==> config.mk <==
export PLATFORM = sky130hd
export DESIGN_NAME = stuffed_frame_receiver_unit_flat
export DESIGN_NICKNAME = d
export VERILOG_FILES = /design/src/sv/sfr_pkg.sv /design/src/sv/sfr_if.sv /design/src/sv/stuffed_frame_receiver_unit.sv /design/src/flat_wrapper.sv
export VERILOG_INCLUDE_DIRS = /design/src /design/src/sv
export SDC_FILE = /design/constraint.sdc
export NUM_CORES = 1
export LEC_CHECK = 0
export ABC_AREA = 1
export BUFFER_PORTS_ARGS = -buffer_cell sky130_fd_sc_hd__buf_2
export CAP_MARGIN = 20
export CORE_MARGIN = 2
export CORE_UTILIZATION = 35
export DETAILED_ROUTE_END_ITERATION = 6
export SLEW_MARGIN = 0
export SYNTH_ARGS = -nofsm -noshare
export SYNTH_HDL_FRONTEND = slang
export SYNTH_SLANG_ARGS = --single-unit
==> constraint.sdc <==
create_clock -name clk -period 3 [get_ports clk]
set_clock_uncertainty 0.05 [all_clocks]
set_input_delay 0.6 -clock clk [delete_from_list [all_inputs] [get_ports clk]]
set_output_delay 0.6 -clock clk [all_outputs]
set_load 0.05 [all_outputs]
==> src/sv/stuffed_frame_receiver_unit_macros.svh <==
// Assertion macros shared by the stuffed frame receiver RTL.
`ifndef STUFFED_FRAME_RECEIVER_UNIT_MACROS_SVH
`define STUFFED_FRAME_RECEIVER_UNIT_MACROS_SVH

// Check a consequence in the same cycle as its antecedent.
`define SFR_ASSERT_NOW(label, clk, rst_n, ante, cons) \
    label: assert property (@(posedge clk) disable iff (!rst_n) (ante) |-> (cons)) \
        else $error("stuffed frame receiver assertion failed");

// Check a consequence in the cycle after its antecedent.
`define SFR_ASSERT_NEXT(label, clk, rst_n, ante, cons) \
    label: assert property (@(posedge clk) disable iff (!rst_n) (ante) |=> (cons)) \
        else $error("stuffed frame receiver assertion failed");

`endif

==> src/sv/sfr_pkg.sv <==
// Package: constants and types of the stuffed frame receiver.
package sfr_pkg;

    localparam int MAX_FRAME_BYTES_DEFAULT = 2048;
    localparam int LENGTH_W = 12;
    localparam int CFG_INDEX_W = 4;

    localparam logic [7:0] FLAG_BYTE = 8'h5C;
    localparam logic [7:0] ESC_BYTE = 8'h5D;
    localparam logic [7:0] ESC_FLAG = 8'h7C;
    localparam logic [7:0] ESC_ESC = 8'h7D;
    localparam logic [7:0] CTL_RR = 8'h01;
    localparam logic [7:0] CTL_REJ = 8'h05;
    localparam logic [7:0] SEQ_TX = 8'h02;
    localparam logic [7:0] SEQ_RX = 8'h20;

    localparam logic [7:0] ADDRESS_RESET = 8'h01;
    localparam logic [7:0] MAX_REJECTS_RESET = 8'h03;

    localparam logic [CFG_INDEX_W-1:0] REG_ADDRESS_BYTE = CFG_INDEX_W'(0);
    localparam logic [CFG_INDEX_W-1:0] REG_MAX_REJECTS = CFG_INDEX_W'(1);

    typedef enum logic [1:0] {
        KIND_DATA = 2'd0,
        KIND_RR = 2'd1,
        KIND_REJ = 2'd2,
        KIND_GAVE_UP = 2'd3
    } kind_t;

endpackage

==> src/sv/sfr_if.sv <==
// Interfaces: line byte, result and configuration channels.
interface sfr_byte_if;
    logic       valid;
    logic       ready;
    logic [7:0] line_byte;

    modport source (output valid, output line_byte, input ready);
    modport sink (input valid, input line_byte, output ready);
endinterface

interface sfr_result_if;
    import sfr_pkg::*;
    logic                valid;
    logic                ready;
    logic [1:0]          kind;
    logic [7:0]          data_byte;
    logic [7:0]          reply_control;
    logic [LENGTH_W-1:0] data_length;

    modport source (output valid, output kind, output data_byte, output reply_control,
                    output data_length, input ready);
    modport sink (input valid, input kind, input data_byte, input reply_control,
                  input data_length, output ready);
endinterface

interface sfr_cfg_if;
    import sfr_pkg::*;
    logic                   valid;
    logic                   ready;
    logic [CFG_INDEX_W-1:0] index;
    logic [7:0]             data;

    modport source (output valid, output index, output data, input ready);
    modport sink (input valid, input index, input data, output ready);
endinterface

==> src/sv/stuffed_frame_receiver_unit.sv <==
// A line byte is captured in the input register, decoded, and its result loaded into the result register.
// Throughput: one line byte per cycle, set by the single decode pass between the
// input register and the result register; a stalled result holds one byte in the
// input register. Reset (rst_n low, asynchronous) initialises every register: hunting
// for a flag, expected sequence 0, reply sequence 1, address 0x01, max_rejects 3.
module stuffed_frame_receiver_unit #(
    parameter int MAX_FRAME_BYTES = sfr_pkg::MAX_FRAME_BYTES_DEFAULT
) (
    input  logic            clk,
    input  logic            rst_n,
    sfr_byte_if.sink        rx,
    sfr_result_if.source    res,
    sfr_cfg_if.sink         cfg
);
    import sfr_pkg::*;

    // Saturation point of the payload count, limited by the 12-bit length field.
    localparam int CountLimitInt = (MAX_FRAME_BYTES < 4095) ? MAX_FRAME_BYTES : 4095;
    localparam logic [LENGTH_W-1:0] CountLimit = LENGTH_W'(CountLimitInt);

    typedef enum logic [2:0] {
        PH_HUNT = 3'd0,
        PH_FLAG = 3'd1,
        PH_ADDR = 3'd2,
        PH_CTRL = 3'd3,
        PH_DATA = 3'd4
    } phase_t;

    // Configuration registers.
    logic [7:0] address_reg;
    logic [7:0] max_rejects_reg;

    // Input register.
    logic       in_valid_reg;
    logic [7:0] in_byte_reg;

    // Receiver state and its next values.
    phase_t              phase_reg, phase_next;
    logic                expected_seq_reg, expected_seq_next;
    logic                reply_seq_reg, reply_seq_next;
    logic [7:0]          check_reg, check_next;
    logic                escape_reg, escape_next;
    logic [7:0]          held_symbol_reg, held_symbol_next;
    logic                held_valid_reg, held_valid_next;
    logic [7:0]          reject_count_reg, reject_count_next;
    logic [LENGTH_W-1:0] payload_count_reg, payload_count_next;

    // Result register.
    logic                out_valid_reg;
    kind_t               out_kind_reg;
    logic [7:0]          out_data_reg;
    logic [7:0]          out_ctl_reg;
    logic [LENGTH_W-1:0] out_len_reg;

    // Result of the current decode pass.
    logic                res_valid;
    kind_t               res_kind;
    logic [7:0]          res_data;
    logic [7:0]          res_ctl;
    logic [LENGTH_W-1:0] res_len;

    logic       proc_go;
    logic       rx_ready;
    logic       out_free;
    logic [7:0] ctl_byte;
    logic [7:0] rseq_byte;
    logic       sym_valid;
    logic [7:0] sym;
    logic [7:0] reject_inc;
    logic       rel_valid;
    logic [7:0] rel_sym;
    logic       take_plain;

    // The result register is free when empty or being drained this cycle.
    assign out_free = !out_valid_reg || res.ready;
    // Decode the held byte whenever its result has somewhere to go.
    assign proc_go  = in_valid_reg && out_free;
    // Take a new byte when the input register is empty or is being consumed.
    assign rx_ready = !in_valid_reg || proc_go;
    assign rx.ready = rx_ready;
    assign cfg.ready = 1'b1;

    assign res.valid         = out_valid_reg;
    assign res.kind          = out_kind_reg;
    assign res.data_byte     = out_data_reg;
    assign res.reply_control = out_ctl_reg;
    assign res.data_length   = out_len_reg;

    // Single decode pass over one line byte.
    always_comb
    begin
        phase_next         = phase_reg;
        expected_seq_next  = expected_seq_reg;
        reply_seq_next     = reply_seq_reg;
        check_next         = check_reg;
        escape_next        = escape_reg;
        held_symbol_next   = held_symbol_reg;
        held_valid_next    = held_valid_reg;
        reject_count_next  = reject_count_reg;
        payload_count_next = payload_count_reg;

        res_valid = 1'b0;
        res_kind  = KIND_DATA;
        res_data  = 8'h00;
        res_ctl   = 8'h00;
        res_len   = '0;

        ctl_byte   = expected_seq_reg ? SEQ_TX : 8'h00;
        rseq_byte  = reply_seq_reg ? SEQ_RX : 8'h00;
        sym_valid  = held_valid_reg || escape_reg;
        sym        = escape_reg ? ESC_BYTE : held_symbol_reg;
        reject_inc = (reject_count_reg == 8'hFF) ? 8'hFF : reject_count_reg + 8'd1;
        rel_valid  = held_valid_reg;
        rel_sym    = held_symbol_reg;
        take_plain = 1'b1;

        case (phase_reg)
            PH_FLAG:
            begin
                // The match test wins over the flag test.
                if (in_byte_reg == address_reg)
                    phase_next = PH_ADDR;
                else
                    phase_next = (in_byte_reg == FLAG_BYTE) ? PH_FLAG : PH_HUNT;
            end
            PH_ADDR:
            begin
                if (in_byte_reg == ctl_byte)
                    phase_next = PH_CTRL;
                else
                    phase_next = (in_byte_reg == FLAG_BYTE) ? PH_FLAG : PH_HUNT;
            end
            PH_CTRL:
            begin
                if (in_byte_reg == (address_reg ^ ctl_byte))
                begin
                    // Header complete: start a fresh payload.
                    phase_next         = PH_DATA;
                    check_next         = 8'h00;
                    escape_next        = 1'b0;
                    held_symbol_next   = 8'h00;
                    held_valid_next    = 1'b0;
                    payload_count_next = '0;
                end
                else
                begin
                    phase_next = (in_byte_reg == FLAG_BYTE) ? PH_FLAG : PH_HUNT;
                end
            end
            PH_DATA:
            begin
                if (in_byte_reg == FLAG_BYTE)
                begin
                    // Closing flag: the last symbol (a dangling escape counts) is BCC2.
                    phase_next      = PH_HUNT;
                    escape_next     = 1'b0;
                    held_valid_next = 1'b0;
                    res_valid       = 1'b1;
                    if (sym_valid && (sym == check_reg))
                    begin
                        res_kind          = KIND_RR;
                        res_ctl           = CTL_RR ^ rseq_byte;
                        res_len           = payload_count_reg;
                        expected_seq_next = !expected_seq_reg;
                        reply_seq_next    = !reply_seq_reg;
                        reject_count_next = 8'h00;
                    end
                    else if (reject_inc >= max_rejects_reg)
                    begin
                        res_kind          = KIND_GAVE_UP;
                        res_ctl           = CTL_REJ ^ rseq_byte;
                        reject_count_next = 8'h00;
                    end
                    else
                    begin
                        res_kind          = KIND_REJ;
                        res_ctl           = CTL_REJ ^ rseq_byte;
                        reject_count_next = reject_inc;
                    end
                end
                else
                begin
                    // Resolve a pending escape first.
                    if (escape_reg)
                    begin
                        escape_next = 1'b0;
                        if (in_byte_reg == ESC_FLAG)
                        begin
                            held_symbol_next = FLAG_BYTE;
                            held_valid_next  = 1'b1;
                            take_plain       = 1'b0;
                        end
                        else if (in_byte_reg == ESC_ESC)
                        begin
                            held_symbol_next = ESC_BYTE;
                            held_valid_next  = 1'b1;
                            take_plain       = 1'b0;
                        end
                        else
                        begin
                            // Pass the escape byte through; this byte stands alone.
                            rel_valid = 1'b1;
                            rel_sym   = ESC_BYTE;
                        end
                    end
                    if (take_plain)
                    begin
                        if (rel_valid)
                        begin
                            res_valid  = 1'b1;
                            res_kind   = KIND_DATA;
                            res_data   = rel_sym;
                            check_next = check_reg ^ rel_sym;
                            if (payload_count_reg < CountLimit)
                                payload_count_next = payload_count_reg + LENGTH_W'(1);
                        end
                        held_valid_next = 1'b0;
                        if (in_byte_reg == ESC_BYTE)
                        begin
                            escape_next = 1'b1;
                        end
                        else
                        begin
                            held_symbol_next = in_byte_reg;
                            held_valid_next  = 1'b1;
                        end
                    end
                end
            end
            default:
            begin
                phase_next = (in_byte_reg == FLAG_BYTE) ? PH_FLAG : PH_HUNT;
            end
        endcase
    end

    // State, input register, result register and configuration.
    always_ff @(posedge clk or negedge rst_n)
    begin
        if (!rst_n)
        begin
            address_reg       <= ADDRESS_RESET;
            max_rejects_reg   <= MAX_REJECTS_RESET;
            in_valid_reg      <= 1'b0;
            in_byte_reg       <= 8'h00;
            phase_reg         <= PH_HUNT;
            expected_seq_reg  <= 1'b0;
            reply_seq_reg     <= 1'b1;
            check_reg         <= 8'h00;
            escape_reg        <= 1'b0;
            held_symbol_reg   <= 8'h00;
            held_valid_reg    <= 1'b0;
            reject_count_reg  <= 8'h00;
            payload_count_reg <= '0;
            out_valid_reg     <= 1'b0;
            out_kind_reg      <= KIND_DATA;
            out_data_reg      <= 8'h00;
            out_ctl_reg       <= 8'h00;
            out_len_reg       <= '0;
        end
        else
        begin
            // Write a register on a configuration transaction; drop unknown indexes.
            if (cfg.valid)
            begin
                if (cfg.index == REG_ADDRESS_BYTE)
                    address_reg <= cfg.data;
                else if (cfg.index == REG_MAX_REJECTS)
                    max_rejects_reg <= cfg.data;
            end

            // Hold the line byte until it is decoded.
            if (rx_ready)
            begin
                in_valid_reg <= rx.valid;
                if (rx.valid)
                    in_byte_reg <= rx.line_byte;
            end

            // Advance the receiver on every decode pass.
            if (proc_go)
            begin
                phase_reg         <= phase_next;
                expected_seq_reg  <= expected_seq_next;
                reply_seq_reg     <= reply_seq_next;
                check_reg         <= check_next;
                escape_reg        <= escape_next;
                held_symbol_reg   <= held_symbol_next;
                held_valid_reg    <= held_valid_next;
                reject_count_reg  <= reject_count_next;
                payload_count_reg <= payload_count_next;
            end

            // Load the result register when it is free.
            if (out_free)
                out_valid_reg <= proc_go && res_valid;
            if (proc_go && res_valid)
            begin
                out_kind_reg <= res_kind;
                out_data_reg <= res_data;
                out_ctl_reg  <= res_ctl;
                out_len_reg  <= res_len;
            end
        end
    end

`include "stuffed_frame_receiver_unit_macros.svh"

    // A give-up result leaves the reject count cleared.
    `SFR_ASSERT_NOW(a_gave_up_clears, clk, rst_n, out_valid_reg && (out_kind_reg == KIND_GAVE_UP), reject_count_reg == 8'h00)
    // A payload byte is only ever shown while the receiver is inside a frame.
    `SFR_ASSERT_NOW(a_data_in_frame, clk, rst_n, out_valid_reg && (out_kind_reg == KIND_DATA), phase_reg == PH_DATA)
    // A held symbol and a pending escape never coexist.
    `SFR_ASSERT_NOW(a_held_xor_escape, clk, rst_n, held_valid_reg, !escape_reg)
    // Back-pressure on the line side only comes from a stalled, full pipeline.
    `SFR_ASSERT_NOW(a_stall_cause, clk, rst_n, !rx_ready, in_valid_reg && out_valid_reg && !res.ready)
    // A stalled decode leaves the receiver state untouched.
    `SFR_ASSERT_NEXT(a_stall_holds, clk, rst_n, in_valid_reg && !proc_go, phase_reg == $past(phase_reg))

endmodule
==> src/flat_wrapper.sv <==
// flat-port wrapper written by rule: the top's interface ports become plain ports
module stuffed_frame_receiver_unit_flat import sfr_pkg::*;
#(
    parameter int MAX_FRAME_BYTES = sfr_pkg::MAX_FRAME_BYTES_DEFAULT
)
  (clk, rst_n, rx_valid, rx_line_byte, rx_ready, res_valid, res_kind, res_data_byte, res_reply_control, res_data_length, res_ready, cfg_valid, cfg_index, cfg_data, cfg_ready);
  sfr_byte_if rx_i ();
  sfr_result_if res_i ();
  sfr_cfg_if cfg_i ();
  input  logic clk;
  input  logic rst_n;
  input wire logic [$bits(rx_i.valid)-1:0] rx_valid;
  input wire logic [$bits(rx_i.line_byte)-1:0] rx_line_byte;
  output wire logic [$bits(rx_i.ready)-1:0] rx_ready;
  output wire logic [$bits(res_i.valid)-1:0] res_valid;
  output wire logic [$bits(res_i.kind)-1:0] res_kind;
  output wire logic [$bits(res_i.data_byte)-1:0] res_data_byte;
  output wire logic [$bits(res_i.reply_control)-1:0] res_reply_control;
  output wire logic [$bits(res_i.data_length)-1:0] res_data_length;
  input wire logic [$bits(res_i.ready)-1:0] res_ready;
  input wire logic [$bits(cfg_i.valid)-1:0] cfg_valid;
  input wire logic [$bits(cfg_i.index)-1:0] cfg_index;
  input wire logic [$bits(cfg_i.data)-1:0] cfg_data;
  output wire logic [$bits(cfg_i.ready)-1:0] cfg_ready;
  assign rx_i.valid = rx_valid;
  assign rx_i.line_byte = rx_line_byte;
  assign rx_ready = rx_i.ready;
  assign res_valid = res_i.valid;
  assign res_kind = res_i.kind;
  assign res_data_byte = res_i.data_byte;
  assign res_reply_control = res_i.reply_control;
  assign res_data_length = res_i.data_length;
  assign res_i.ready = res_ready;
  assign cfg_i.valid = cfg_valid;
  assign cfg_i.index = cfg_index;
  assign cfg_i.data = cfg_data;
  assign cfg_ready = cfg_i.ready;
  stuffed_frame_receiver_unit #(.MAX_FRAME_BYTES(MAX_FRAME_BYTES)) u_core (.clk(clk), .rst_n(rst_n), .rx(rx_i), .res(res_i), .cfg(cfg_i));
endmodule
# Word level (Yosys, flattened, before mapping)
# Index checks and enable logic that the tools add are counted.
[word_totals]
reg_bits = 99
inputBits = 25
out_inout_bits = 33
word_cells = 147
[op_classes]
addsub = 2
magnitude_cmp = 2
eq_ne = 22
muxes = 75
n_bitwise = 5
reduce_logical = 23
[ops]
columns = ["cell", "count"]
rows = [
  ["two-way mux 8 bit", 24],
  ["two-way mux 12 bit", 8],
  ["== test 8 x 7 -> 1 bit, second input constant", 4],
  ["== test 8 bit", 4],
  ["case mux 8 bit (2 select lines)", 2],
  ["two-way mux 1 bit", 26],
  ["case mux 12 bit (2 select lines)", 1],
  ["XOR 8 bit", 2],
  ["two-way mux 3 bit", 5],
  ["adder 12 x 1 -> 12 bit, second input constant", 1],
  ["less-than comparator 12 bit, second input constant", 1],
  ["two-way mux 6 bit", 2],
  ["case mux 3 bit (4 select lines)", 1],
  ["AND reduction 3 bit", 3],
  ["adder 8 x 1 -> 8 bit, second input constant", 1],
  ["== test 8 bit, second input constant", 1],
  [">= comparator 8 bit", 1],
  ["two-way mux 2 bit", 4],
  ["inequality test 2 x 1 -> 1 bit, second input constant", 4],
  ["AND reduction 4 bit", 2],
  ["AND reduction 7 bit", 1],
  ["== test 3 x 2 -> 1 bit, second input constant", 2],
  ["AND reduction 2 bit", 3],
  ["AND reduction 6 bit", 1],
  ["other kinds (15)", 25],
]

# Longest topological paths before layout
# Gate-level depths: netlist of the first run.
[logic_depth]
word_depth = 11
ltp_mapped = 14

# Least setup slack after synthesis of the first run
# OpenSTA, ideal clock, no wires.
[synth_timing]
path_type = "flip-flop to flip-flop"
startpoint = "register u_core.reject_count_reg[0]"
endpoint = "register u_core.reject_count_reg[0]"
setup_ns = 0.083
arrival_time_ns = 2.150
required_ns = 2.867
slack_ns = 0.717
stages_incl_launch_ff = 14
n_path_buf = 0
cell_sequence = "dfrtp_1 -> ha_1 -> nand2_1 -> nor4_2 -> nor2_1 -> inv_1 -> ha_1 -> a21oi_1 -> o21ai_0 -> nor2_1 -> nand3_1 -> nor2_1 -> nand3_1 -> o21ai_0"
[synth_via]
elab_chain_len = 5
word_cells_on_any_way = 6
[synth_rtl]
columns = ["element", "line", "source"]
rows = [
  ["from (decl)", "stuffed_frame_receiver_unit.sv:45", "logic [7:0] reject_count_reg, reject_count_next;"],
  ["from (signal assigned)", "stuffed_frame_receiver_unit.sv:290", "reject_count_reg <= reject_count_next;"],
  ["adder 8 x 1 -> 8 bit / == test 8 bit (equally long branches)", "stuffed_frame_receiver_unit.sv:112", "reject_inc = (reject_count_reg == 8'hFF) ? 8'hFF : reject_count_reg + 8'd1;"],
  ["two-way mux 8 bit (*)", "stuffed_frame_receiver_unit.sv:112", ""],
  [">= comparator 8 bit", "stuffed_frame_receiver_unit.sv:168", "else if (reject_inc >= max_rejects_reg)"],
  ["two-way mux 8 bit (*)", "stuffed_frame_receiver_unit.sv:168", ""],
  ["two-way mux 8 bit (*)", "stuffed_frame_receiver_unit.sv:159", "if (sym_valid && (sym == check_reg))"],
]
# Every way passes the cells marked *; elsewhere a longest branch is shown, timed or not.
# A chain may end at the register's enable or synchronous reset.

# Final worst setup path of the first run
[layout_timing]
startpoint = "register u_core.reject_count_reg[0]"
endpoint = "register u_core.reject_count_reg[3]"
# Same word-level chain as after synthesis.

==> results of run 1 <==
## cell families (layout without fill, tap and decap cells)
family                   after synthesis  after routing  share of synthesized area [%]
adder cells (fa/ha/maj)               10             10                          2.344
buffers and inverters                109            153                          9.210
other                                  2              6                         0.1407
AO/OA/AOI/OAI                         91             91                          9.679
flip-flops                            93             93                          43.68
AND/OR/NAND/NOR                      377            377                          31.83
XOR/XNOR                              19             19                          3.117
## worst max path at each step
stage	depth (start not counted)	endpoint	slack, ns
global placement	13	u_core.reject_count_reg[3]	0.33
CTS	13	u_core.reject_count_reg[3]	0.25
finish	13	u_core.reject_count_reg[3]	0.35
floorplan	13	u_core.reject_count_reg[0]	0.72
global route	13	u_core.reject_count_reg[3]	0.06
detailed placement	13	u_core.reject_count_reg[6]	0.27
## power by group through the flow
stage	combinational [uW]	clock (uW)	sequential (uW)
4_1_cts	392	1200	1410
3_3_place_gp	382	0	1440
5_1_grt	452	1270	1430
3_5_place_dp	390	0	1440
6_report	386	1170	1410
2_1_floorplan	300	0	1410
## area by class of cell
type | instances | area (sq um)
clock buffer | 9 | 225.2
clock inverter | 7 | 73.82
fill | 1549 | 9022
inverter | 83 | 312.8
multi-input combinational | 503 | 2539
sequential | 93 | 2332
tap | 188 | 235.2
timing repair buffer | 54 | 292.8
## layer usage
metal	up-vias	track usage [%]
met5	-	0
met4	0	4.460
met3	10	3.308
met2	61	25.23
met1	2021	21.55
li1	2318	-
## cell usage in the layout, fill, tap and decap left out, types with 3 or more instances in the layout
cell and instances:
nand2_1 223, dfrtp_1 89, inv_1 74, nor2_1 66
buf_2 50, o21ai_0 39, nand3_1 34, a21oi_1 19
o21ai_1 17, nand4_1 15, xor2_1 13, ha_1 10
clkbuf_16 9, inv_2 8, nand2_2 6, xnor2_1 6
o21ai_2 6, conb_1 6, nor3_1 5, nor2_2 5
nor3_2 4, nand3_2 4, o211ai_1 4, dfstp_2 4
nand2_4 3, nand3b_1 3, o22ai_1 3, clkinv_2 3
buf_4 3
## timing repair
action | in CTS | in global routing
setup buffers | 0 | 0
setup endpoints to repair | 0 | 6
gates resized for setup | 0 | 1
hold buffers | 0 | 0
## stage by stage
step | instances | power, uW | hold WS, ns | area (sq um)
floorplan | 705 | 1714 | 0.2544 | 5354
finish | 937 | 2969 | 0.09295 | 6011
CTS | 937 | 3009 | 0.09807 | 6002
global route | 937 | 3144 | 0.1055 | 6011
detailed placement | 921 | 1827 | 0.4047 | 5703
global placement | 921 | 1817 | 0.4012 | 5703
## worst max-delay path: cells and delay by family, from the launching register on
family / cells / cell delay, ns
buffers and inverters: 1 / 0.08
adder cells (fa/ha/maj): 2 / 0.45
AO/OA/AOI/OAI: 3 / 0.33
flip-flops: 1 / 0.38
AND/OR/NAND/NOR: 7 / 1.30
==> impl_metrics.env, run 1 <==
export IMPL_synthFlopType="dfrtp_1"
export IMPL_fin_crit_sh_pct=88.34
export IMPL_reg2reg_slack_ns=0.35
export IMPL_worst_slack_ns=0.3498
export IMPL_clkPwrFrac_pct=39.4
export IMPL_setup_worst_path_class="reg2reg"
export IMPL_cellLeakagePower_uw=0.003049
export IMPL_cts_tree="built"
export IMPL_timing_critical_path_from="u_core.reject_count_reg[0]"
export IMPL_grt_usage_pct=15.73
export IMPL_required_ns=3.22
export IMPL_syn2layout_area_growth_pct=12.58
export IMPL_diodes=0
export IMPL_htree_levels=3
export IMPL_finalSetupViolations=0
export IMPL_startpoint_type="register"
export IMPL_cts_sinks=93
export IMPL_netlist_area_sq_um=5339
export IMPL_report_final_slew_viol_count=0
export IMPL_drtIter0Drc=457
export IMPL_ant_nets=0
export IMPL_timing_fmax_mhz=377.3
export IMPL_gp_congestion=0.8070
export IMPL_synth_seq_cells=93
export IMPL_drc=0
export IMPL_wl_met3_um=453
export IMPL_avgViaCountPerCell=4.707
export IMPL_routedWlPerCell_um=12.75
export IMPL_synthArstFlopShare_pct=100.0
export IMPL_ys_warn_count=0
export IMPL_netlist_instances=701
export IMPL_ys_seq_area_share_pct=43.68
export IMPL_p_per_area_nw_per_um2=493.9
export IMPL_swShare_pct=27.97
export IMPL_cp_slowest_cell="nor4_4"
export IMPL_top_layer_used="met4"
export IMPL_met1_length_um=5766
export IMPL_yosys_area_top_type_share_pct=41.72
export IMPL_grt_pass1_wl_um=20530
export IMPL_cp_max_fo=9
export IMPL_crit_reg2reg_capture="u_core.reject_count_reg[3]"
export IMPL_r2r_cells=13
export IMPL_hold_viol=0
export IMPL_maxCapViolCount=0
export IMPL_p_int_uw=2138
export IMPL_period_minus_slack_ns=2.650
export IMPL_cp_common_cell="nor2_1"
export IMPL_clkSlewWorstSetupHoldPaths_ns=0.07
export IMPL_final_util_pct=39.98
export IMPL_die_x_um=127.5
export IMPL_die_h_um=127.5
export IMPL_p_switching_uw=830.5
export IMPL_dr_pass1_iters=4
export IMPL_grt_max_degree=51
export IMPL_worst_pin_slew_ns=0.6795
export IMPL_wl_met2_um=5570
export IMPL_drive_above_1_share_pct=16.02
export IMPL_grt_ovfl_total=0
export IMPL_finalNetCount=779
export IMPL_reg2reg_from="u_core.reject_count_reg[0]"
export IMPL_syn_avg_cell_area_sq_um=7.616
export IMPL_place_hpwl_um=8485
export IMPL_ys_types=41
export IMPL_cts_buffers=9
export IMPL_cts_root_buf="clkbuf_16"
export IMPL_ys_top_cells_by_count="223 x nand2_1, 89 x dfrtp_1, 74 x inv_1"
export IMPL_worst_ir_drop_vdd_mv=0.2942
export IMPL_pre_cts_slack_ns=0.2654
export IMPL_relSlewSlack_pct=54.65
export IMPL_rsz0062_at_grt="false"
export IMPL_hold_path_class="in2async"
export IMPL_io_pins=58
export IMPL_wl_um=11940
export IMPL_yosys_cell_count_top_type="nand2_1"
export IMPL_synth_edf_count=0
export IMPL_grt_pass1_vias=4169
export IMPL_insertion_delay_ns=0.35
export IMPL_grt_antenna_before_repair=0
export IMPL_crit_chain="ha_1 > nand2_1 > nor4_4 > nor2_1 > inv_1 > ha_1 > a21oi_1 > o21ai_0 > nor2_1 > nand3_1 > nor2_1 > nand3_1 > o21ai_0"
export IMPL_finalSetupTns_ns=0
export IMPL_clockBufferDepth=2
export IMPL_placementRows=45
export IMPL_end_kind="register"
export IMPL_vias=4410
export IMPL_dieArea_sq_um=16260
export IMPL_numPortBuffers=51
export IMPL_arrival_ns=2.87
export IMPL_start_util_pct=35.51
export IMPL_status="completed"
export IMPL_comb_power_share_pct=13.0
export IMPL_yosysTopAreaCell="dfrtp_1"
export IMPL_p_seq_share_pct=47.6
export IMPL_critPathMaxStageDelay_ns=0.41
export IMPL_coreArea_sq_um=15030
export IMPL_yosys_top_cells_area="dfrtp_1 42%, nand2_1 16%, inv_1 5.2%"
(Power assumes the default switching activity.)
==> run 2: changes to the inputs <==
Settings changed: RECOVER_POWER from default to 50.
==> impl_metrics.env, run 2 (synthesis gave the netlist of run 1 again) <==
export IMPL_wl_um=11940
export IMPL_cts_sinks=93
export IMPL_maxCapViolCount=0
export IMPL_dieArea_sq_um=16260
export IMPL_cellLeakagePower_uw=0.003036
export IMPL_critPathMaxStageDelay_ns=0.41
export IMPL_grt_ovfl_total=0
export IMPL_required_ns=3.22
export IMPL_grtUsageMet1_pct=21.55
export IMPL_grt_antenna_before_repair=0
export IMPL_insertion_delay_ns=0.35
export IMPL_dpl_cell_area_sq_um=5703
export IMPL_finalSetupTns_ns=0
export IMPL_worst_pin_slew_ns=1.281
export IMPL_vias=4410
export IMPL_die_h_um=127.5
export IMPL_dr_pass1_iters=4
export IMPL_hold_viol=0
export IMPL_numPortBuffers=51
export IMPL_grt_util_met2_pct=25.23
export IMPL_crit_reg2reg_capture="u_core.reject_count_reg[3]"
export IMPL_startpoint_type="register"
export IMPL_io_pins=58
export IMPL_setup_worst_path_class="reg2reg"
export IMPL_busiest_layer="met2"
export IMPL_cts_tree="built"
export IMPL_die_x_um=127.5
export IMPL_cts_setup_buffers=0
export IMPL_fin_area_sq_um=5988
export IMPL_grt_usage_pct=15.73
export IMPL_clockBufferDepth=2
export IMPL_r2r_cells=13
export IMPL_place_hpwl_um=8485
export IMPL_period_minus_slack_ns=2.650
export IMPL_final_common_cell="nand2_1"
export IMPL_avgViaCountPerCell=4.707
export IMPL_htree_levels=3
export IMPL_finalSetupViolations=0
export IMPL_status="completed"
export IMPL_cts_root_buf="clkbuf_16"
export IMPL_met3_usage_pct=3.308
export IMPL_report_final_slew_viol_count=0
export IMPL_worst_ir_drop_vdd_mv=0.2902
export IMPL_coreArea_sq_um=15030
export IMPL_timing_fmax_mhz=377.3
export IMPL_clkSlewWorstSetupHoldPaths_ns=0.07
export IMPL_ant_nets=0
export IMPL_arrival_ns=2.87
export IMPL_reg2reg_slack_ns=0.35
export IMPL_cp_common_cell="nor2_1"
export IMPL_fin_crit_sh_pct=88.34
export IMPL_mostFrequentLayoutCells="223 x nand2_1, 89 x dfrtp_1, 74 x inv_1"
export IMPL_diodes=0
export IMPL_routedWlPerCell_um=12.75
export IMPL_finalNetCount=779
export IMPL_cp_slowest_cell="nor4_4"
export IMPL_finalPower_uw=2962
export IMPL_crit_chain="ha_1 > nand2_1 > nor4_4 > nor2_1 > inv_1 > ha_1 > a21oi_1 > o21ai_0 > nor2_1 > nand3_1 > nor2_1 > nand3_1 > o21ai_0"
export IMPL_grt_pass1_vias=4169
export IMPL_drive_above_1_share_pct=15.75
export IMPL_timing_critical_path_from="u_core.reject_count_reg[0]"
export IMPL_cp_max_fo=9
export IMPL_relSlewSlack_pct=14.59
export IMPL_reg2reg_from="u_core.reject_count_reg[0]"
export IMPL_grt_max_degree=51
export IMPL_end_kind="register"
export IMPL_rsz0062_at_grt="false"
export IMPL_drtIter0Drc=457
export IMPL_syn2layout_area_growth_pct=12.16
export IMPL_start_util_pct=35.51
export IMPL_crit_end="u_core.reject_count_reg[3]"
export IMPL_grt_pass1_wl_um=20530
export IMPL_num_fill_cells=1550
export IMPL_placementRows=45
export IMPL_p_per_area_nw_per_um2=494.7
export IMPL_drc=0
export IMPL_gp_congestion=0.8070
export IMPL_cts_buffers=9
export IMPL_hold_path_class="in2reg"
-- run 2: changes by cell type in the layout (fill, tap and decap cells not counted), sizes merged --
cell / delta
clkbuf: +3
buf: -3
-- run 2: worst min-delay path by stage --
stage | startpoint | endpoint | slack, ns | cells after the start
2_1_floorplan | rst_n | u_core.address_reg[1] | 0.25 | 0
3_3_place_gp | u_core.res.reply_control[0] | u_core.res.reply_control[0] | 0.40 | 2
3_5_place_dp | u_core.res.reply_control[0] | u_core.res.reply_control[0] | 0.40 | 2
4_1_cts | rst_n | u_core.address_reg[6] | 0.1 | 1
5_1_grt | res_ready | u_core.res.valid | 0.41 | 2
6_report | res_ready | u_core.res.valid | 0.42 | 2
-- run 2: worst max-delay path: cells and delay by family (launching register included) --
kind	cells	cell delay, ns
buffers and inverters	1	0.08
DFF	1	0.38
adders and majority gates	2	0.45
and+or+nand+nor	7	1.30
AOI/OAI and AO/OA	3	0.33
-- run 2: per-layer routing --
layer  vias to the layer above  part of all wire, %
met5                         -                    0
met4                         0                  1.0
met3                         7                  3.7
met2                        66                   47
met1                      2021                   48
li1                       2316                    -
-- run 2: power breakdown --
| part | switching (uW) | internal, uW |
|---|---|---|
| Sequential | 69.4 | 1340 |
| Clock | 517 | 651 |
| Combinational | 241 | 140 |
-- run 2: timing repair --
action / 4_1_cts / 5_1_grt
hold buffers: 0 / 0
gates resized for setup: 0 / 1
endpoints found under the setup margin: 0 / 6
-- run 2: stage by stage --
stage,worst slack (ns),hold slack [ns],instances,utilization (%)
2_1_floorplan,0.7171,0.2544,705,-
3_3_place_gp,0.3333,0.4012,921,37.94
3_5_place_dp,0.2654,0.4047,921,37.94
4_1_cts,0.2539,0.09807,937,39.93
5_1_grt,0.05893,0.4116,937,39.83
6_report,0.3498,0.4151,937,39.83
-- run 2: cell type report --
cell class | count | area [sq um] | share of cell area (%)
Multi-Input combinational cell | 503 | 2539 | 42.39
Sequential cell | 93 | 2332 | 38.95
Inverter | 83 | 312.8 | 5.224
Timing Repair Buffer | 54 | 270.3 | 4.513
Tap cell | 188 | 235.2 | 3.928
Clock buffer | 9 | 225.2 | 3.761
Clock inverter | 7 | 73.82 | 1.233
==> run 3: changes to the inputs <==
Clock period 3 ns to 3.1 ns, I/O delays scaled along.
==> impl_metrics.env, run 3 (synthesis gave the netlist of run 1 again) <==
export IMPL_status="finished, violations left"
export IMPL_failed_checks="max-capacitance violations, max-slew violations"
export IMPL_worst_ir_drop_vdd_mv=0.3000
export IMPL_start_util_pct=35.51
export IMPL_io_pins=58
export IMPL_finalNetCount=778
export IMPL_post_cts_resized=0
export IMPL_cts_tree="built"
export IMPL_routedWlPerCell_um=12.61
export IMPL_fin_crit_sh_pct=88.49
export IMPL_end_kind="register"
export IMPL_cts_setup_buffers=0
export IMPL_drc=0
export IMPL_final_common_cell="nand2_1"
export IMPL_dr_pass1_iters=5
export IMPL_crit_reg2reg_capture="u_core.reject_count_reg[0]"
export IMPL_finalPower_uw=2921
export IMPL_wl_um=11800
export IMPL_syn2layout_area_growth_pct=12.63
export IMPL_swShare_pct=26.98
export IMPL_r2r_cells=13
export IMPL_cts_root_buf="clkbuf_16"
export IMPL_cp_common_cell="nor2_1"
export IMPL_ant_nets=0
export IMPL_drtIter0Drc=285
export IMPL_timing_fmax_mhz=364.5
export IMPL_crit_chain="ha_1 > nand2_1 > nor4_2 > nor2_1 > inv_1 > ha_1 > a21oi_1 > o21ai_0 > nor2_1 > nand3_1 > nor2_1 > nand3_1 > o21ai_0"
export IMPL_diodes=0
export IMPL_clkSlewWorstSetupHoldPaths_ns=0.07
export IMPL_grt_pass1_wl_um=20280
export IMPL_reg2reg_from="u_core.reject_count_reg[0]"
export IMPL_hold_path_class="reg2reg"
export IMPL_rsz0062_at_grt="false"
export IMPL_cts_buffers=9
export IMPL_clockBufferDepth=2
export IMPL_grt_ovfl_total=0
export IMPL_cp_max_fo=9
export IMPL_die_h_um=127.5
export IMPL_vias=4380
export IMPL_p_switching_uw=788.1
export IMPL_relSlewSlack_pct=-51.77
export IMPL_grt_usage_pct=15.42
export IMPL_dieArea_sq_um=16260
export IMPL_clkPwrFrac_pct=40.5
export IMPL_finalSetupViolations=0
export IMPL_p_int_uw=2133
export IMPL_insertion_delay_ns=0.35
export IMPL_setup_worst_path_class="reg2reg"
export IMPL_cellLeakagePower_uw=0.003049
export IMPL_p_per_area_nw_per_um2=485.8
export IMPL_p_seq_share_pct=46.8
export IMPL_avgViaCountPerCell=4.679
export IMPL_period_minus_slack_ns=2.743
export IMPL_num_fill_cells=1513
export IMPL_gp_congestion=0.8437
export IMPL_arrival_ns=2.95
export IMPL_crit_end="u_core.reject_count_reg[0]"
export IMPL_final_seq_area_sq_um=2332
export IMPL_timing_critical_path_from="u_core.reject_count_reg[0]"
export IMPL_grt_antenna_before_repair=0
export IMPL_coreArea_sq_um=15030
export IMPL_startpoint_type="register"
export IMPL_placementRows=45
export IMPL_report_final_slew_viol_count=40
export IMPL_cp_slowest_cell="nor4_2"
export IMPL_maxCapViolCount=1
export IMPL_mostFrequentLayoutCells="223 x nand2_1, 89 x dfrtp_1, 74 x inv_1"
export IMPL_numPortBuffers=51
export IMPL_htree_levels=3
export IMPL_grt_pass1_vias=4193
export IMPL_critPathMaxStageDelay_ns=0.52
export IMPL_finalSetupTns_ns=0
export IMPL_comb_power_share_pct=12.7
export IMPL_worst_pin_slew_ns=2.276
export IMPL_cts_hold_buf=0
export IMPL_required_ns=3.31
export IMPL_multi_input_area_sq_um=2530
export IMPL_drive_above_1_share_pct=15.78
export IMPL_grt_max_degree=55
export IMPL_cts_sinks=93
export IMPL_reg2reg_slack_ns=0.36
export IMPL_die_x_um=127.5
export IMPL_hold_viol=0
export IMPL_place_hpwl_um=8401
==> run 3: layer usage <==
metal	global-route usage, %	part of all wire (%)	vias up	wire [um]
li1	-	-	2295	-
met1	20.90	50	1998	5857
met2	24.76	46	74	5388
met3	2.638	3.1	13	365
met4	5.818	1.6	0	193
met5	0	0	-	0
==> run 3: worst min path at each step <==
stage | from | endpoint | slack, ns | depth (start not counted)
4_1_cts | rst_n | u_core.address_reg[5] | 0.22 | 1
6_report | u_core.res.reply_control[0] | u_core.res.reply_control[0] | 0.42 | 2
3_5_place_dp | u_core.res.reply_control[0] | u_core.res.reply_control[0] | 0.41 | 2
5_1_grt | u_core.res.data_length[9] | u_core.res.data_length[9] | 0.44 | 2
3_3_place_gp | u_core.res.reply_control[0] | u_core.res.reply_control[0] | 0.40 | 2
2_1_floorplan | rst_n | u_core.address_reg[1] | 0.27 | 0
==> run 3: cell type report <==
cell class / count / area share, %
clock buffers: 12 / 4.432
flip-flops and latches: 93 / 38.78
well taps: 188 / 3.912
repair buffers: 53 / 4.682
multi-input cells: 503 / 42.07
clock inverters: 4 / 0.9155
inverters: 83 / 5.202
==> run 3: per-stage QoR <==
| stage | instance area [sq um] | instances | hold WS [ns] | util, % | setup WS [ns] |
|---|---|---|---|---|---|
| 2_1_floorplan | 5354 | 705 | 0.2744 | - | 0.8171 |
| 3_3_place_gp | 5695 | 920 | 0.4012 | 37.89 | 0.4549 |
| 3_5_place_dp | 5695 | 920 | 0.4075 | 37.89 | 0.3826 |
| 4_1_cts | 6017 | 936 | 0.2208 | 40.03 | 0.3684 |
| 5_1_grt | 6013 | 936 | 0.4412 | 40.00 | 0.1235 |
| 6_report | 6013 | 936 | 0.4181 | 40.00 | 0.3569 |
==> run 3: critical path, delay by kind of cell (launching register included) <==
kind | cells | cell delay, ns
buffers and inverters | 1 | 0.08
flip-flops | 1 | 0.38
AND/OR/NAND/NOR | 7 | 1.39
AO/OA/AOI/OAI | 3 | 0.32
adder cells (fa/ha/maj) | 2 | 0.45
==> run 3: power by group through the flow <==
stage	registers (uW)	clock network (uW)	logic (uW)
floorplan	1370	0	290
global placement	1390	0	368
detailed placement	1390	0	374
CTS	1370	1200	377
global route	1380	1250	434
finish	1370	1180	371
